$ cat config.mk
export PLATFORM = sky130hd
export DESIGN_NAME = signed_int_to_decimal_ascii
export DESIGN_NICKNAME = d
export VERILOG_FILES = /design/src/s2a_pkg.sv /design/src/s2a_dabble_stage.sv /design/src/s2a_serializer.sv /design/src/signed_int_to_decimal_ascii.sv
export SDC_FILE = /design/constraint.sdc
export NUM_CORES = 1
export LEC_CHECK = 0
export CAP_MARGIN = 40
export CORE_MARGIN = 2
export CORE_UTILIZATION = 60
export DETAILED_ROUTE_END_ITERATION = 12
export DONT_BUFFER_PORTS = 1
export PLACE_DENSITY = 0.77
export SYNTH_ARGS = -nofsm -noshare
export SYNTH_HDL_FRONTEND = slang
export SYNTH_SLANG_ARGS = --single-unit
$ cat constraint.sdc
create_clock -name clk_i -period 9.9 [get_ports clk_i]
set_clock_uncertainty 0.2 [all_clocks]
set_input_delay 0.99 -clock clk_i [delete_from_list [all_inputs] [get_ports clk_i]]
set_output_delay 0.99 -clock clk_i [all_outputs]
set_load 0.01 [all_outputs]
$ cat src/s2a_pkg.sv
// ----------------------------------------------------------------------------
// s2a_pkg
// Types and constants shared by the signed integer to decimal text blocks.
// ----------------------------------------------------------------------------
package s2a_pkg;

  localparam int VALUE_W           = 32;
  localparam int NUM_DIGITS        = 10;
  localparam int DIGIT_IDX_W       = 4;
  localparam int BITS_PER_STAGE    = 8;
  localparam int NUM_DABBLE_STAGES = VALUE_W / BITS_PER_STAGE;

  localparam logic [7:0] ASCII_MINUS = 8'h2D;
  localparam logic [7:0] ASCII_ZERO  = 8'h30;
  localparam logic [7:0] ASCII_NINE  = 8'h39;

  // Ten packed BCD digits, digit 0 is the least significant.
  typedef logic [NUM_DIGITS-1:0][3:0] bcd_t;

  // One number on its way through the conversion pipeline. The binary
  // magnitude is shifted out of its top bit into the BCD digits.
  typedef struct packed {
    logic                 neg;
    bcd_t                 bcd;
    logic [VALUE_W-1:0]   bin;
  } s2a_work_t;

endpackage

$ cat src/s2a_dabble_stage.sv
// ----------------------------------------------------------------------------
// s2a_dabble_stage
// One registered pipeline stage of the binary to BCD conversion: eight
// shift-and-add-3 steps on the number held in the work word.
// ----------------------------------------------------------------------------
module s2a_dabble_stage (
  input  logic                 clk_i,
  input  logic                 rst_ni,
  input  logic                 valid_i,
  output logic                 ready_o,
  input  s2a_pkg::s2a_work_t   work_i,
  output logic                 valid_o,
  input  logic                 ready_i,
  output s2a_pkg::s2a_work_t   work_o
);
  import s2a_pkg::*;

  logic      valid_q;
  s2a_work_t work_d;
  s2a_work_t work_q;

  always_comb begin
    work_d = work_i;
    for (int s = 0; s < BITS_PER_STAGE; s++) begin
      for (int d = 0; d < NUM_DIGITS; d++) begin
        if (work_d.bcd[d] >= 4'd5) begin
          work_d.bcd[d] = work_d.bcd[d] + 4'd3;
        end
      end
      {work_d.bcd, work_d.bin} = {work_d.bcd, work_d.bin} << 1;
    end
  end

  // The stage takes a new word when it is empty or its word leaves now.
  assign ready_o = !valid_q || ready_i;

  always_ff @(posedge clk_i or negedge rst_ni) begin
    if (!rst_ni) begin
      valid_q <= 1'b0;
    end else if (ready_o) begin
      valid_q <= valid_i;
    end
  end

  always_ff @(posedge clk_i) begin
    if (ready_o && valid_i) begin
      work_q <= work_d;
    end
  end

  assign valid_o = valid_q;
  assign work_o  = work_q;

endmodule

$ cat src/s2a_serializer.sv
// ----------------------------------------------------------------------------
// s2a_serializer
// Holds one converted number and sends its text one character per transfer:
// an optional minus sign, then the digits from the most significant nonzero
// digit down to digit zero.
// ----------------------------------------------------------------------------
module s2a_serializer (
  input  logic                 clk_i,
  input  logic                 rst_ni,
  input  logic                 valid_i,
  output logic                 ready_o,
  input  s2a_pkg::s2a_work_t   work_i,
  output logic                 valid_o,
  input  logic                 ready_i,
  output logic [7:0]           character_o,
  output logic                 last_o
);
  import s2a_pkg::*;

  logic                   busy_q;
  logic                   sign_q;
  logic [DIGIT_IDX_W-1:0] idx_q;
  bcd_t                   bcd_q;
  logic [DIGIT_IDX_W-1:0] top_idx;
  logic                   out_xfer;

  // Position of the highest nonzero digit; zero shows as the single digit 0.
  always_comb begin
    top_idx = '0;
    for (int d = 0; d < NUM_DIGITS; d++) begin
      if (work_i.bcd[d] != 4'd0) begin
        top_idx = DIGIT_IDX_W'(d);
      end
    end
  end

  assign valid_o  = busy_q;
  assign out_xfer = busy_q && ready_i;
  assign last_o   = !sign_q && (idx_q == '0);
  assign ready_o  = !busy_q || (out_xfer && last_o);

  assign character_o = sign_q ? ASCII_MINUS : (ASCII_ZERO | {4'b0000, bcd_q[idx_q]});

  always_ff @(posedge clk_i or negedge rst_ni) begin
    if (!rst_ni) begin
      busy_q <= 1'b0;
      sign_q <= 1'b0;
      idx_q  <= '0;
    end else if (ready_o && valid_i) begin
      busy_q <= 1'b1;
      sign_q <= work_i.neg;
      idx_q  <= top_idx;
    end else if (out_xfer) begin
      if (sign_q) begin
        sign_q <= 1'b0;
      end else if (idx_q == '0) begin
        busy_q <= 1'b0;
      end else begin
        idx_q <= idx_q - DIGIT_IDX_W'(1);
      end
    end
  end

  always_ff @(posedge clk_i) begin
    if (ready_o && valid_i) begin
      bcd_q <= work_i.bcd;
    end
  end

endmodule

$ cat src/signed_int_to_decimal_ascii.sv
// ----------------------------------------------------------------------------
// signed_int_to_decimal_ascii
// Converts a signed 32-bit integer into its decimal ASCII text.
// ----------------------------------------------------------------------------
// Usage:
//   The input channel (in_valid_i, in_ready_o, value_i) takes one two's
//   complement number per transfer. The output channel (out_valid_o,
//   out_ready_i, character_o, last_o) sends its text one character per
//   transfer, most significant digit first, with a leading '-' for negative
//   numbers; last_o marks the final character. Zero gives "0", and the most
//   negative value gives "-2147483648".
//   The input transfer loads the magnitude stage; four BCD stages of eight
//   bits each and the character sender follow. Up to five further numbers
//   are held in the pipeline.
//   A number's text has 1 to 11 characters, sent one per output transfer;
//   the next number's text follows its predecessor's last character without
//   a gap when that next number already waits in the last BCD stage.
//   A stalled receiver holds the current character; the pipeline stages fill
//   behind it and in_ready_o drops once they are all full.
//   Reset empties every stage; no character is pending after it.
// ----------------------------------------------------------------------------
module signed_int_to_decimal_ascii (
  input  logic        clk_i,
  input  logic        rst_ni,
  input  logic        in_valid_i,
  output logic        in_ready_o,
  input  logic [31:0] value_i,
  output logic        out_valid_o,
  input  logic        out_ready_i,
  output logic [7:0]  character_o,
  output logic        last_o
);
  import s2a_pkg::*;

  logic               s0_valid_q;
  logic               s0_neg_q;
  logic [VALUE_W-1:0] s0_mag_q;

  s2a_work_t work   [NUM_DABBLE_STAGES+1];
  logic      valid  [NUM_DABBLE_STAGES+1];
  logic      ready  [NUM_DABBLE_STAGES+1];

  // Magnitude stage: the most negative value negates to itself, which is its
  // correct unsigned magnitude.
  assign in_ready_o = !s0_valid_q || ready[0];

  always_ff @(posedge clk_i or negedge rst_ni) begin
    if (!rst_ni) begin
      s0_valid_q <= 1'b0;
    end else if (in_ready_o) begin
      s0_valid_q <= in_valid_i;
    end
  end

  always_ff @(posedge clk_i) begin
    if (in_ready_o && in_valid_i) begin
      s0_neg_q <= value_i[VALUE_W-1];
      s0_mag_q <= value_i[VALUE_W-1] ? (~value_i + VALUE_W'(1)) : value_i;
    end
  end

  assign valid[0] = s0_valid_q;
  assign work[0]  = '{neg: s0_neg_q, bcd: '0, bin: s0_mag_q};

  for (genvar g = 0; g < NUM_DABBLE_STAGES; g++) begin : g_dabble
    s2a_dabble_stage u_stage (
      .clk_i   (clk_i),
      .rst_ni  (rst_ni),
      .valid_i (valid[g]),
      .ready_o (ready[g]),
      .work_i  (work[g]),
      .valid_o (valid[g+1]),
      .ready_i (ready[g+1]),
      .work_o  (work[g+1])
    );
  end

  s2a_serializer u_serializer (
    .clk_i       (clk_i),
    .rst_ni      (rst_ni),
    .valid_i     (valid[NUM_DABBLE_STAGES]),
    .ready_o     (ready[NUM_DABBLE_STAGES]),
    .work_i      (work[NUM_DABBLE_STAGES]),
    .valid_o     (out_valid_o),
    .ready_i     (out_ready_i),
    .character_o (character_o),
    .last_o      (last_o)
  );

  // A minus sign is always followed by at least one digit.
  assert property (@(posedge clk_i) disable iff (!rst_ni)
    out_valid_o && (character_o == ASCII_MINUS) |-> !last_o)
    else $error("minus sign marked as last character");

  // Every character other than the sign is a decimal digit.
  assert property (@(posedge clk_i) disable iff (!rst_ni)
    out_valid_o && (character_o != ASCII_MINUS)
      |-> (character_o >= ASCII_ZERO) && (character_o <= ASCII_NINE))
    else $error("character is not a decimal digit");

  // The input is only held off while the magnitude stage is full and stuck.
  assert property (@(posedge clk_i) disable iff (!rst_ni)
    !in_ready_o |-> s0_valid_q && !ready[0])
    else $error("input held off with room in the pipeline");

  // A stalled output keeps its character until the transfer.
  assert property (@(posedge clk_i) disable iff (!rst_ni)
    out_valid_o && !out_ready_i |=> out_valid_o && $stable(character_o) && $stable(last_o))
    else $error("pending character changed before its transfer");

endmodule

==> results.md <==
- Die X: 216 um
- Die area: 46800 um2
- Post-synth top area share: 25.2%
- Area delta synth->final: 4.95%
- Max-slew violations: 0
- Unrepaired setup endpoints after global routing: no
- Most frequent cell after synthesis: nor2_1
- CP required: 9.98 ns
- DR vias: 24300
- # clock sinks: 238
- Routed wire length: 57.9 mm
- GRT overflow: 0
- Max stage delay on crit path: 0.57 ns
- Arrival time worst endpoint: 8.65 ns
- Share of cells above drive strength 1: 8.15%
- Synthesized area: 27000 um2
- Largest area contributor in the netlist: edfxtp_1
- Fin nets: 3417
- Setup TNS: 0 ns
- First-pass GRT wire length: 99.9 mm
- Max Cap Violations: 0
- CORE AREA: 44300 um2
- Antenna-violating nets left: 0
- Synth area leaders: edfxtp_1, ha_1, a21oi_1
- Pre-antenna DRT Iters: 6
- Total setup buffers inserted after CTS: 0
- Clock slew at reported path FFs: 0.07 ns
- Slowest library cell on the worst path: a31oi_1
- Cell row count: 77
- Pin count of the biggest net entering global routing: 42
- R2R setup slack: 1.34 ns
- DP Wirelength: 44.1 mm
- RD Place Congestion: 0.869
- Synth warn: 0
- Worst-Skew Late Latency: 0.57 ns
- Worst slew pin tran: 1.00 ns
- Status: finished clean
- Tmin final: 8.56 ns
- CTS H-tree depth: 1
- Num CTS Buffers: 27
- CTS root buffer: clkbuf_16
- WS Path Type: register to register
- Max FO, Critical Path: 8
- Port bufs: 0
- Critical Path Source Type: register
- Top FF cell, synth: edfxtp_1
- R2R depth: 33
- Die height: 216 um
- Vias in the first global route: 22600
- WHS Path Cells: 0
- Worst Hold Class: register to register
- Post-synth top cells: nor2_1, nand2_1, a21oi_1
- Clock Path Buffers: 3
- Drt initial violations: 1703
- Antenna violations before repair: 0
- Io pins: 47
- F_max: 117 MHz
- Asr flop ratio synth: 4.62%
- Initial Util: 61.0%
- ANT cells: 0
- CP Capture Type: register
- Syn Area/Cell: 8.22 um2
- Final hold vios: 0
- Relative slew slack: 33.2%
- Seq cells post-synth: 238
- CTS tree: done
- Total GRT Usage: 24.2%
- Residual DRC count: 0
- Vias/cell: 6.31
- Synth Instances: 3289
- Hold slack: 0.218 ns
- Sequential fraction of the synthesis area: 26.2%
- Number of synthesized flops with an enable pin: 227
- Final period utilization: 86.5%
- Most numerous cell on the critical path: ha_1
- Yosys cell types: 125
- Setup Viol. Count Final: 0
- WL/cell: 15.0 um
[sequential cells by signal, indices dropped and copies added (netlist names)]
register	count
g_dabble.u_stage.work_o	154
u_serializer.sign_q	1
g_dabble.u_stage.valid_o	4
s0_neg_q	1
s0_mag_q	32
s0_valid_q	1
u_serializer.bcd_q	40
u_serializer.idx_q	4
u_serializer.valid_o	1
[critical path: cells and delay by family (launching register included)]
kind                     cells  cell delay, ns
AO/OA/AOI/OAI                9            2.65
XOR/XNOR                     4            1.33
adder cells (fa/ha/maj)      8            1.76
buffers and inverters        5            0.42
flip-flops                   1            0.44
multiplexers                 3            0.68
AND/OR/NAND/NOR              4            0.79
[worst paths after layout]
path,from,to
max reg2reg,g_dabble[2].u_stage.work_o[60]$_DFFE_PP_,g_dabble[3].u_stage.work_o[70]$_DFFE_PP_
max,g_dabble[2].u_stage.work_o[60]$_DFFE_PP_,g_dabble[3].u_stage.work_o[70]$_DFFE_PP_
min,g_dabble[1].u_stage.work_o[19]$_DFFE_PP_,g_dabble[2].u_stage.work_o[27]$_DFFE_PP_
min in group asynchronous,rst_ni,g_dabble[3].u_stage.valid_o$_DFFE_PN0P_
max in group asynchronous,rst_ni,s0_valid_q$_DFFE_PN0N_
min reg2reg,g_dabble[1].u_stage.work_o[19]$_DFFE_PP_,g_dabble[2].u_stage.work_o[27]$_DFFE_PP_
[layer usage]
layer / vias to the layer above / track usage (%) / share of wire, %
met5: - / 0 / 0
met4: 0 / 6.00 / 1.7
met3: 80 / 2.67 / 3.7
met2: 466 / 43.2 / 49
met1: 11400 / 31.2 / 46
li1: 12300 / - / -
[placed cells by master, fill, tap and decap left out, types with 20 or more instances in the layout]
master	instances
a21oi_1	261
o221ai_1	20
nor2b_1	30
mux2_2	54
edfxtp_1	227
inv_1	207
xor2_1	32
o211ai_1	49
nand2b_1	79
o211a_1	22
a211o_1	21
a211oi_1	45
and2_1	36
o21ai_0	211
ha_1	147
nor4_1	20
or2_2	30
a21o_1	51
o22ai_1	39
or3_1	24
nor3_1	69
and3_1	28
mux2i_1	110
a21boi_0	26
nor3b_1	21
nand2_1	266
o21a_1	41
a31oi_1	48
xnor2_1	116
o21ai_1	36
clkbuf_16	27
nand3_1	81
nor2_1	293
o31ai_1	29
[per-stage QoR]
step,setup WS [ns],instance area (um2),util [%],instances
final,1.34,28400,64.0,3845
after global routing,0.416,28400,64.0,3845
after CTS,1.41,28300,64.0,3842
after detailed placement,1.47,27500,62.0,3793
after global placement,1.95,27400,61.9,3786
after floorplan,2.43,27000,-,3290
[cells by family (layout without fill, tap and decap cells)]
logic type                 Yosys count  after routing  share of synthesized area, %
adders and majority gates          153            153                          7.02
AOI/OAI and AO/OA                 1173           1173                          30.0
DFF                                238            238                          26.2
other                                2              3                        0.0278
xor gates and xnor gates           154            154                          5.23
and+or+nand+nor                   1067           1067                          19.5
buffers and inverters              323            286                          4.70
muxes                              179            179                          7.37
[final cells by class]
| cell class | instances | area (um2) |
|---|---|---|
| clock buffers | 28 | 679 |
| fillers | 3700 | 15900 |
| inverters | 219 | 823 |
| multi-input cells | 2729 | 18700 |
| well taps | 592 | 741 |
| clock inverters | 20 | 189 |
| flip-flops and latches | 238 | 7090 |
| repair buffers | 19 | 150 |
[timing repair]
action / in CTS / in global routing
setup endpoints to repair: 0 / 0
hold buffers: 1 / 0
gates resized for setup: 0 / 0
endpoints found under the hold margin: 11 / 0
Power is not shown: default switching activity piles up to over one toggle a cycle in this logic, so the estimate is an artifact.
